File: src/rtl/tsb_pkg.sv
// Shared types and constants of the bilinear texture sampler.
`default_nettype none
package tsb_pkg;
   localparam int STORE_DEPTH = 65536;
   localparam int STORE_AW    = 16;
   localparam int ARGB_W      = 32;
   localparam int CSR_W       = 9;
   localparam int WEIGHT_W    = 17;
   localparam int DEF_MAX_TEX_WIDTH  = 256;
   localparam int DEF_MAX_TEX_HEIGHT = 256;

   localparam logic [1:0] MODE_WRITE    = 2'd0;
   localparam logic [1:0] MODE_NEAREST  = 2'd1;
   localparam logic [1:0] MODE_BILINEAR = 2'd2;

   localparam logic REG_TEX_WIDTH  = 1'b0;
   localparam logic REG_TEX_HEIGHT = 1'b1;

   // Taps are ordered 00, 10, 01, 11 (column, row).
   typedef struct packed {
      logic                             sample;
      logic                             write;
      logic [3:0][STORE_AW-1:0]         addr;
      logic [3:0][WEIGHT_W-1:0]         weight;
      logic [STORE_AW-1:0]              wr_addr;
      logic [ARGB_W-1:0]                wr_data;
   } fetch_type;
endpackage
`default_nettype wire

File: src/rtl/tsb_addr.sv
// Address pipeline: coordinate scaling, edge clamping, addresses and weights.
`default_nettype none
module tsb_addr import tsb_pkg::*; #(
   parameter int MAX_TEX_WIDTH  = DEF_MAX_TEX_WIDTH,
   parameter int MAX_TEX_HEIGHT = DEF_MAX_TEX_HEIGHT
) (
   input  wire logic                clock,
   input  wire logic                reset,
   input  wire logic                en,
   input  wire logic                req_valid,
   input  wire logic [1:0]          mode,
   input  wire logic [15:0]         frac_u,
   input  wire logic [15:0]         frac_v,
   input  wire logic [15:0]         texel_index,
   input  wire logic [ARGB_W-1:0]   texel_argb,
   input  wire logic [CSR_W-1:0]    tex_width,
   input  wire logic [CSR_W-1:0]    tex_height,
   output fetch_type                fetch
);
   localparam int SZW = $clog2((MAX_TEX_WIDTH > MAX_TEX_HEIGHT ?
                                MAX_TEX_WIDTH : MAX_TEX_HEIGHT) + 1);
   localparam int TW  = 17 + SZW;
   localparam int FW  = (2 * SZW + 1 > STORE_AW) ? 2 * SZW + 1 : STORE_AW;

   logic [SZW-1:0] eff_w, eff_h;

   always_comb begin
      if (tex_width == '0) eff_w = SZW'(1);
      else if (32'(tex_width) > 32'(MAX_TEX_WIDTH)) eff_w = SZW'(MAX_TEX_WIDTH);
      else eff_w = SZW'(tex_width);
      if (tex_height == '0) eff_h = SZW'(1);
      else if (32'(tex_height) > 32'(MAX_TEX_HEIGHT)) eff_h = SZW'(MAX_TEX_HEIGHT);
      else eff_h = SZW'(tex_height);
   end

   // Stage 1: registered transaction.
   logic                s1_ff, w1_ff, bil1_ff;
   logic [15:0]         fu1_ff, fv1_ff, idx1_ff;
   logic [ARGB_W-1:0]   argb1_ff;

   always_ff @(posedge clock) begin
      if (reset) begin
         s1_ff <= 1'b0;
         w1_ff <= 1'b0;
      end else if (en) begin
         s1_ff <= req_valid && (mode == MODE_NEAREST || mode == MODE_BILINEAR);
         w1_ff <= req_valid && (mode == MODE_WRITE);
      end
      if (en) begin
         bil1_ff  <= (mode == MODE_BILINEAR);
         fu1_ff   <= frac_u;
         fv1_ff   <= frac_v;
         idx1_ff  <= texel_index;
         argb1_ff <= texel_argb;
      end
   end

   // Stage 2: scale fractions by the texture size, with the half-texel bias in bilinear mode.
   logic                s2_ff, w2_ff, bil2_ff;
   logic [TW-1:0]       tx2_ff, ty2_ff;
   logic [15:0]         idx2_ff;
   logic [ARGB_W-1:0]   argb2_ff;
   logic [TW-1:0]       tx2_in, ty2_in, bias;

   always_comb begin
      bias   = bil1_ff ? TW'(32768) : '0;
      tx2_in = TW'(fu1_ff) * TW'(eff_w) + bias;
      ty2_in = TW'(fv1_ff) * TW'(eff_h) + bias;
   end

   always_ff @(posedge clock) begin
      if (reset) begin
         s2_ff <= 1'b0;
         w2_ff <= 1'b0;
      end else if (en) begin
         s2_ff <= s1_ff;
         w2_ff <= w1_ff;
      end
      if (en) begin
         bil2_ff  <= bil1_ff;
         tx2_ff   <= tx2_in;
         ty2_ff   <= ty2_in;
         idx2_ff  <= idx1_ff;
         argb2_ff <= argb1_ff;
      end
   end

   // Stage 3: clamp the footprint to the edges and take the weights.
   logic                s3_ff, w3_ff;
   logic [SZW-1:0]      cx0_ff, cx1_ff, cy0_ff, cy1_ff;
   logic [SZW-1:0]      cx0_in, cx1_in, cy0_in, cy1_in;
   logic [7:0]          wx3_ff, wy3_ff, wx3_in, wy3_in;
   logic [15:0]         idx3_ff;
   logic [ARGB_W-1:0]   argb3_ff;
   logic [SZW:0]        hx, hy;

   always_comb begin
      hx = tx2_ff[TW-1:16];
      hy = ty2_ff[TW-1:16];
      if (bil2_ff) begin
         // The low tap sits one texel below the integer part.
         cx0_in = (hx == '0) ? '0 : SZW'(hx - 1'b1);
         cy0_in = (hy == '0) ? '0 : SZW'(hy - 1'b1);
         cx1_in = (hx > (SZW+1)'(eff_w - 1'b1)) ? eff_w - 1'b1 : SZW'(hx);
         cy1_in = (hy > (SZW+1)'(eff_h - 1'b1)) ? eff_h - 1'b1 : SZW'(hy);
         wx3_in = tx2_ff[15:8];
         wy3_in = ty2_ff[15:8];
      end else begin
         // Nearest uses tap 00 alone with full weight.
         cx0_in = SZW'(hx);
         cy0_in = SZW'(hy);
         cx1_in = SZW'(hx);
         cy1_in = SZW'(hy);
         wx3_in = '0;
         wy3_in = '0;
      end
   end

   always_ff @(posedge clock) begin
      if (reset) begin
         s3_ff <= 1'b0;
         w3_ff <= 1'b0;
      end else if (en) begin
         s3_ff <= s2_ff;
         w3_ff <= w2_ff;
      end
      if (en) begin
         cx0_ff   <= cx0_in;
         cx1_ff   <= cx1_in;
         cy0_ff   <= cy0_in;
         cy1_ff   <= cy1_in;
         wx3_ff   <= wx3_in;
         wy3_ff   <= wy3_in;
         idx3_ff  <= idx2_ff;
         argb3_ff <= argb2_ff;
      end
   end

   // Stage 4: linear addresses and the four blend weights.
   fetch_type           fetch_ff, fetch_in;
   logic [FW-1:0]       row0, row1;
   logic [8:0]          ax, ay;

   always_comb begin
      row0 = FW'(cy0_ff) * FW'(eff_w);
      row1 = FW'(cy1_ff) * FW'(eff_w);
      ax   = 9'd256 - 9'(wx3_ff);
      ay   = 9'd256 - 9'(wy3_ff);
      fetch_in.sample    = s3_ff;
      fetch_in.write     = w3_ff;
      fetch_in.addr[0]   = STORE_AW'(row0 + FW'(cx0_ff));
      fetch_in.addr[1]   = STORE_AW'(row0 + FW'(cx1_ff));
      fetch_in.addr[2]   = STORE_AW'(row1 + FW'(cx0_ff));
      fetch_in.addr[3]   = STORE_AW'(row1 + FW'(cx1_ff));
      fetch_in.weight[0] = WEIGHT_W'(18'(ax) * 18'(ay));
      fetch_in.weight[1] = WEIGHT_W'(18'(wx3_ff) * 18'(ay));
      fetch_in.weight[2] = WEIGHT_W'(18'(ax) * 18'(wy3_ff));
      fetch_in.weight[3] = WEIGHT_W'(18'(wx3_ff) * 18'(wy3_ff));
      fetch_in.wr_addr   = idx3_ff;
      fetch_in.wr_data   = argb3_ff;
   end

   always_ff @(posedge clock) begin
      if (reset) begin
         fetch_ff.sample <= 1'b0;
         fetch_ff.write  <= 1'b0;
      end else if (en) begin
         fetch_ff.sample <= fetch_in.sample;
         fetch_ff.write  <= fetch_in.write;
      end
      if (en) begin
         fetch_ff.addr    <= fetch_in.addr;
         fetch_ff.weight  <= fetch_in.weight;
         fetch_ff.wr_addr <= fetch_in.wr_addr;
         fetch_ff.wr_data <= fetch_in.wr_data;
      end
   end

   assign fetch = fetch_ff;

   a_eff_size: assert property (@(posedge clock) disable iff (reset)
      eff_w != '0 && 32'(eff_w) <= 32'(MAX_TEX_WIDTH) &&
      eff_h != '0 && 32'(eff_h) <= 32'(MAX_TEX_HEIGHT))
      else $error("effective texture size out of range");
   a_clamp_x: assert property (@(posedge clock) disable iff (reset)
      s3_ff |-> (cx1_ff < eff_w && cx0_ff <= cx1_ff))
      else $error("column taps not clamped to the texture");
   a_clamp_y: assert property (@(posedge clock) disable iff (reset)
      s3_ff |-> (cy1_ff < eff_h && cy0_ff <= cy1_ff))
      else $error("row taps not clamped to the texture");
endmodule
`default_nettype wire

File: config.mk
export PLATFORM = sky130hd
export DESIGN_NAME = tsb_addr
export DESIGN_NICKNAME = d
export VERILOG_FILES = /design/src/rtl/tsb_pkg.sv /design/src/rtl/tsb_addr.sv
export SDC_FILE = /design/constraint.sdc
export NUM_CORES = 2
export LEC_CHECK = 0
export BUFFER_PORTS_ARGS = -buffer_cell sky130_fd_sc_hd__buf_2
export CORE_AREA = 2 2 272 274
export CTS_CLUSTER_SIZE = 12
export DETAILED_ROUTE_END_ITERATION = 16
export DIE_AREA = 0 0 274 276
export MAX_ROUTING_LAYER = met4
export PLACE_DENSITY = 0.69
export SLEW_MARGIN = 5
export SYNTH_ARGS = -nofsm -noshare
export SYNTH_HDL_FRONTEND = slang
export SYNTH_SLANG_ARGS = --single-unit
File: constraint.sdc
create_clock -name clock -period 16.7 [get_ports clock]
set_input_delay 5.01 -clock clock [delete_from_list [all_inputs] [get_ports clock]]
set_output_delay 5.01 -clock clock [all_outputs]
set_load 0.03 [all_outputs]
==> out/qor.txt <==
Min-Delay Path Class - register to register
hpwl dp - 62,200 um
clock root buffer - clkbuf_16
CTS Buffer Depth - 3
r2r startpoint - wy3_ff[1]
number of setup violations in the final report - 0
WP data arrival - 11.05 ns
routability cong. - 0.865
max cap viols - 0
critical path type - primary input to register
antenna-violating nets left - 0
setup slack, reg-to-reg - 10.43 ns
Max H-tree Level - 2
Max Fclk - 93.6 MHz
first-pass GRT wire length - 136,000 um
Slew HR - 0.286
DR pass1 iterations - 5
slew at the pin closest to its max-slew limit - 1.07 ns
post-CTS sizing - 0
Congestion Overflow GR - 0
synth-to-layout area growth - 10.2%
drt wl/cell - 16.7 um
die area - 75,600 um2
total power after layout - 8.79 mW
fin crit share - 0.640
crit path to - ty2_ff[25]
layout cell share with drive strength beyond 1 - 0.110
Critical Path End Type - register
cell taking the most area after synthesis - edfxtp_1
WP data required - 17.06 ns
I/O pin total - 286
Worst IR Drop VDD - 0.000225 V
outcome - complete, no violations
setup bufs post-CTS - 0
vias in the first global route - 26,680
largest fanout on the critical path - 18
EDFF count, synth - 442
Pins Over Slew Limit - 0
Overall Global Routing Usage - 0.231
nets@finish - 4,836
Vias/cell - 5.24
initial antenna violation count - 1
startpoint types - primary input
synth unique cells - 77
largest net degree at the start of global routing - 176
Buffers on Ports - 284
Synth Register Bits - 450
Core Region - 72,600 um2
Hold WS - 0.414 ns
Hold Vio Cnt, Final - 0
reg2reg end - fetch[80]
Die Y - 276 um
Vias - 25,478
Synth Instances - 3,621
Primary FF master, synth - edfxtp_1
overall routed net length - 81,200 um
starting density of the core - 0.547
PwrDens - 201 nW/um2
Post-synth ARST share - 0
total CTS buffers - 51
DIE WIDTH - 274 um
CTS tree - done
Rows - 99
post-synthesis sequential area ratio - 0.338
P_leak - 20.6 nW
Yosys top cell area share - 0.334
yosys warns - 0
CTS Hold Bufs - 0
Clock Sinks - 450
worst r2r path cells - 19
Final min period - 10.68 ns
clock latency on the worst-skew pair - 0.63 ns
Synth Cell Area - 39,700 um2
clk_skew - 0.0289 ns
Final TNS setup - 0 ns
Crit. Startpoint - tex_height[1]
clock-pin transition on the worst setup and hold timing paths - 0.06 ns
top area cells in the synthesized netlist - edfxtp_1 (33%), fa_1 (24%), ha_1 (12%)
DRC viols - 0
Mean Syn Cell Area - 11.0 um2
Iteration-0 DRC Markers - 1,406
RSZ-0062 raised after global routing - false
-- synth_stat cells, drive strengths merged (3+ instances only) --
master / instances
or4: 3
nor3b: 3
a221oi: 4
nand2b: 8
inv: 591
a21oi: 86
o31ai: 5
a31oi: 7
nor4: 17
o21ai: 57
nor2b: 46
a41o: 3
fa: 471
xnor2: 134
clkbuf: 94
a21o: 33
a21boi: 7
or2: 7
and3: 4
nor2: 130
nand3: 28
nand4: 5
nand2: 411
xor2: 44
a2111oi: 4
and2: 361
edfxtp: 442
o211ai: 6
nor3: 45
mux2i: 28
nand4b: 3
a22oi: 3
dfxtp: 8
a41oi: 5
o21bai: 15
buf: 37
ha: 394
a211oi: 8
o21a: 19
or3: 18
-- how the worst min path moves through the flow --
stage | cells after the start | endpoint | start | slack, ns
floorplan | 0 | argb2_ff[0] | argb1_ff[0] | 0.40
global placement | 0 | fetch[14] | argb3_ff[14] | 0.40
detailed placement | 0 | argb2_ff[0] | argb1_ff[0] | 0.40
CTS | 0 | argb2_ff[28] | argb1_ff[28] | 0.41
global route | 0 | idx2_ff[3] | idx1_ff[3] | 0.42
finish | 0 | argb2_ff[28] | argb1_ff[28] | 0.41
-- metal layers --
| layer | vias up | track usage | part of all wire |
|---|---|---|---|
| li1 | 12132 | - | - |
| met1 | 12668 | 0.289 | 0.42 |
| met2 | 540 | 0.399 | 0.52 |
| met3 | 138 | 0.0261 | 0.041 |
| met4 | 0 | 0.0605 | 0.025 |
| met5 | - | - | 0 |
-- cells in the final DEF (no fill, tap or decap), drive strengths merged, types with 6 or more instances in the layout --
| cell type | instances |
|---|---|
| xor2 | 44 |
| nand2 | 411 |
| buf | 323 |
| clkinv | 15 |
| xnor2 | 134 |
| a21boi | 7 |
| fa | 471 |
| nor2b | 46 |
| ha | 394 |
| o21a | 19 |
| a211oi | 8 |
| nand2b | 8 |
| clkbuf | 62 |
| nand3 | 28 |
| o21bai | 15 |
| mux2i | 28 |
| or3 | 18 |
| nor4 | 17 |
| o21ai | 57 |
| a21oi | 86 |
| and2 | 361 |
| o211ai | 6 |
| edfxtp | 442 |
| nor3 | 45 |
| nor2 | 130 |
| dfxtp | 8 |
| a21o | 33 |
| a31oi | 7 |
| inv | 595 |
| or2 | 7 |
-- stage by stage --
step                setup WS [ns]  utilization  area, um2  instances
floorplan                    5.71            -      39700       3622
global placement             5.43        0.581      42200       4773
detailed placement           5.33        0.581      42200       4773
CTS                          6.02        0.603      43800       4858
global route                 5.65        0.603      43800       4859
finish                       6.02        0.603      43800       4859
-- cell type report --
| type | count | area (um2) |
|---|---|---|
| clock buffer | 62 | 1320 |
| clock inverter | 23 | 262 |
| multi-input combinational | 2450 | 23600 |
| sequential | 450 | 13400 |
| inverter | 591 | 2220 |
| timing repair buffer | 323 | 1740 |
| antenna | 1 | 2.50 |
| fill | 6074 | 28800 |
| tap | 959 | 1200 |
-- kinds of logic (layout without fill, tap and decap cells) --
family,Yosys count,count (layout),share of synthesized area
DFF,450,450,0.338
AOI/OAI and AO/OA,283,283,0.0476
muxes,28,28,0.00706
other,2,4,0.000189
xor gates and xnor gates,178,178,0.0395
and+or+nand+nor,1093,1093,0.137
adders and majority gates,865,865,0.362
buffers and inverters,722,999,0.0687
-- registers in the layout, indices dropped and copies added, names as in the netlist, 8 cells and up --
register and count:
fetch 178, fu1_ff 16, argb3_ff 32, ty2_ff 18, argb1_ff 32, idx3_ff 16, cx0_ff 9, tx2_ff 18
cy0_ff 9, idx1_ff 16, idx2_ff 16, fv1_ff 16, wx3_ff 8, wy3_ff 8, cy1_ff 9, cx1_ff 9
argb2_ff 32
-- where the power goes --
part	total, mW	internal [mW]	switching, mW
registers	2.02	1.85	0.167
logic	5.70	2.40	3.30
clock network	1.07	0.610	0.457
-- critical path, cell delays in order --
cell and delay [ns]:
buf_2 0.13, nor4_1 0.72, a31oi_4 0.20, nor2_1 0.12, buf_4 0.24, nand2_1 0.11, fa_1 0.55, inv_1 0.05
fa_1 0.50, inv_1 0.05, fa_1 0.52, inv_1 0.04, fa_1 0.43, ha_1 0.28, ha_1 0.29, nand4b_1 0.13
or4_4 0.52, o22ai_4 0.25, a2111oi_2 0.15, o31a_1 0.36, o21bai_2 0.16, a21o_1 0.14, xnor2_1 0.06
No activity file was read; power rests on OpenSTA's default activity.
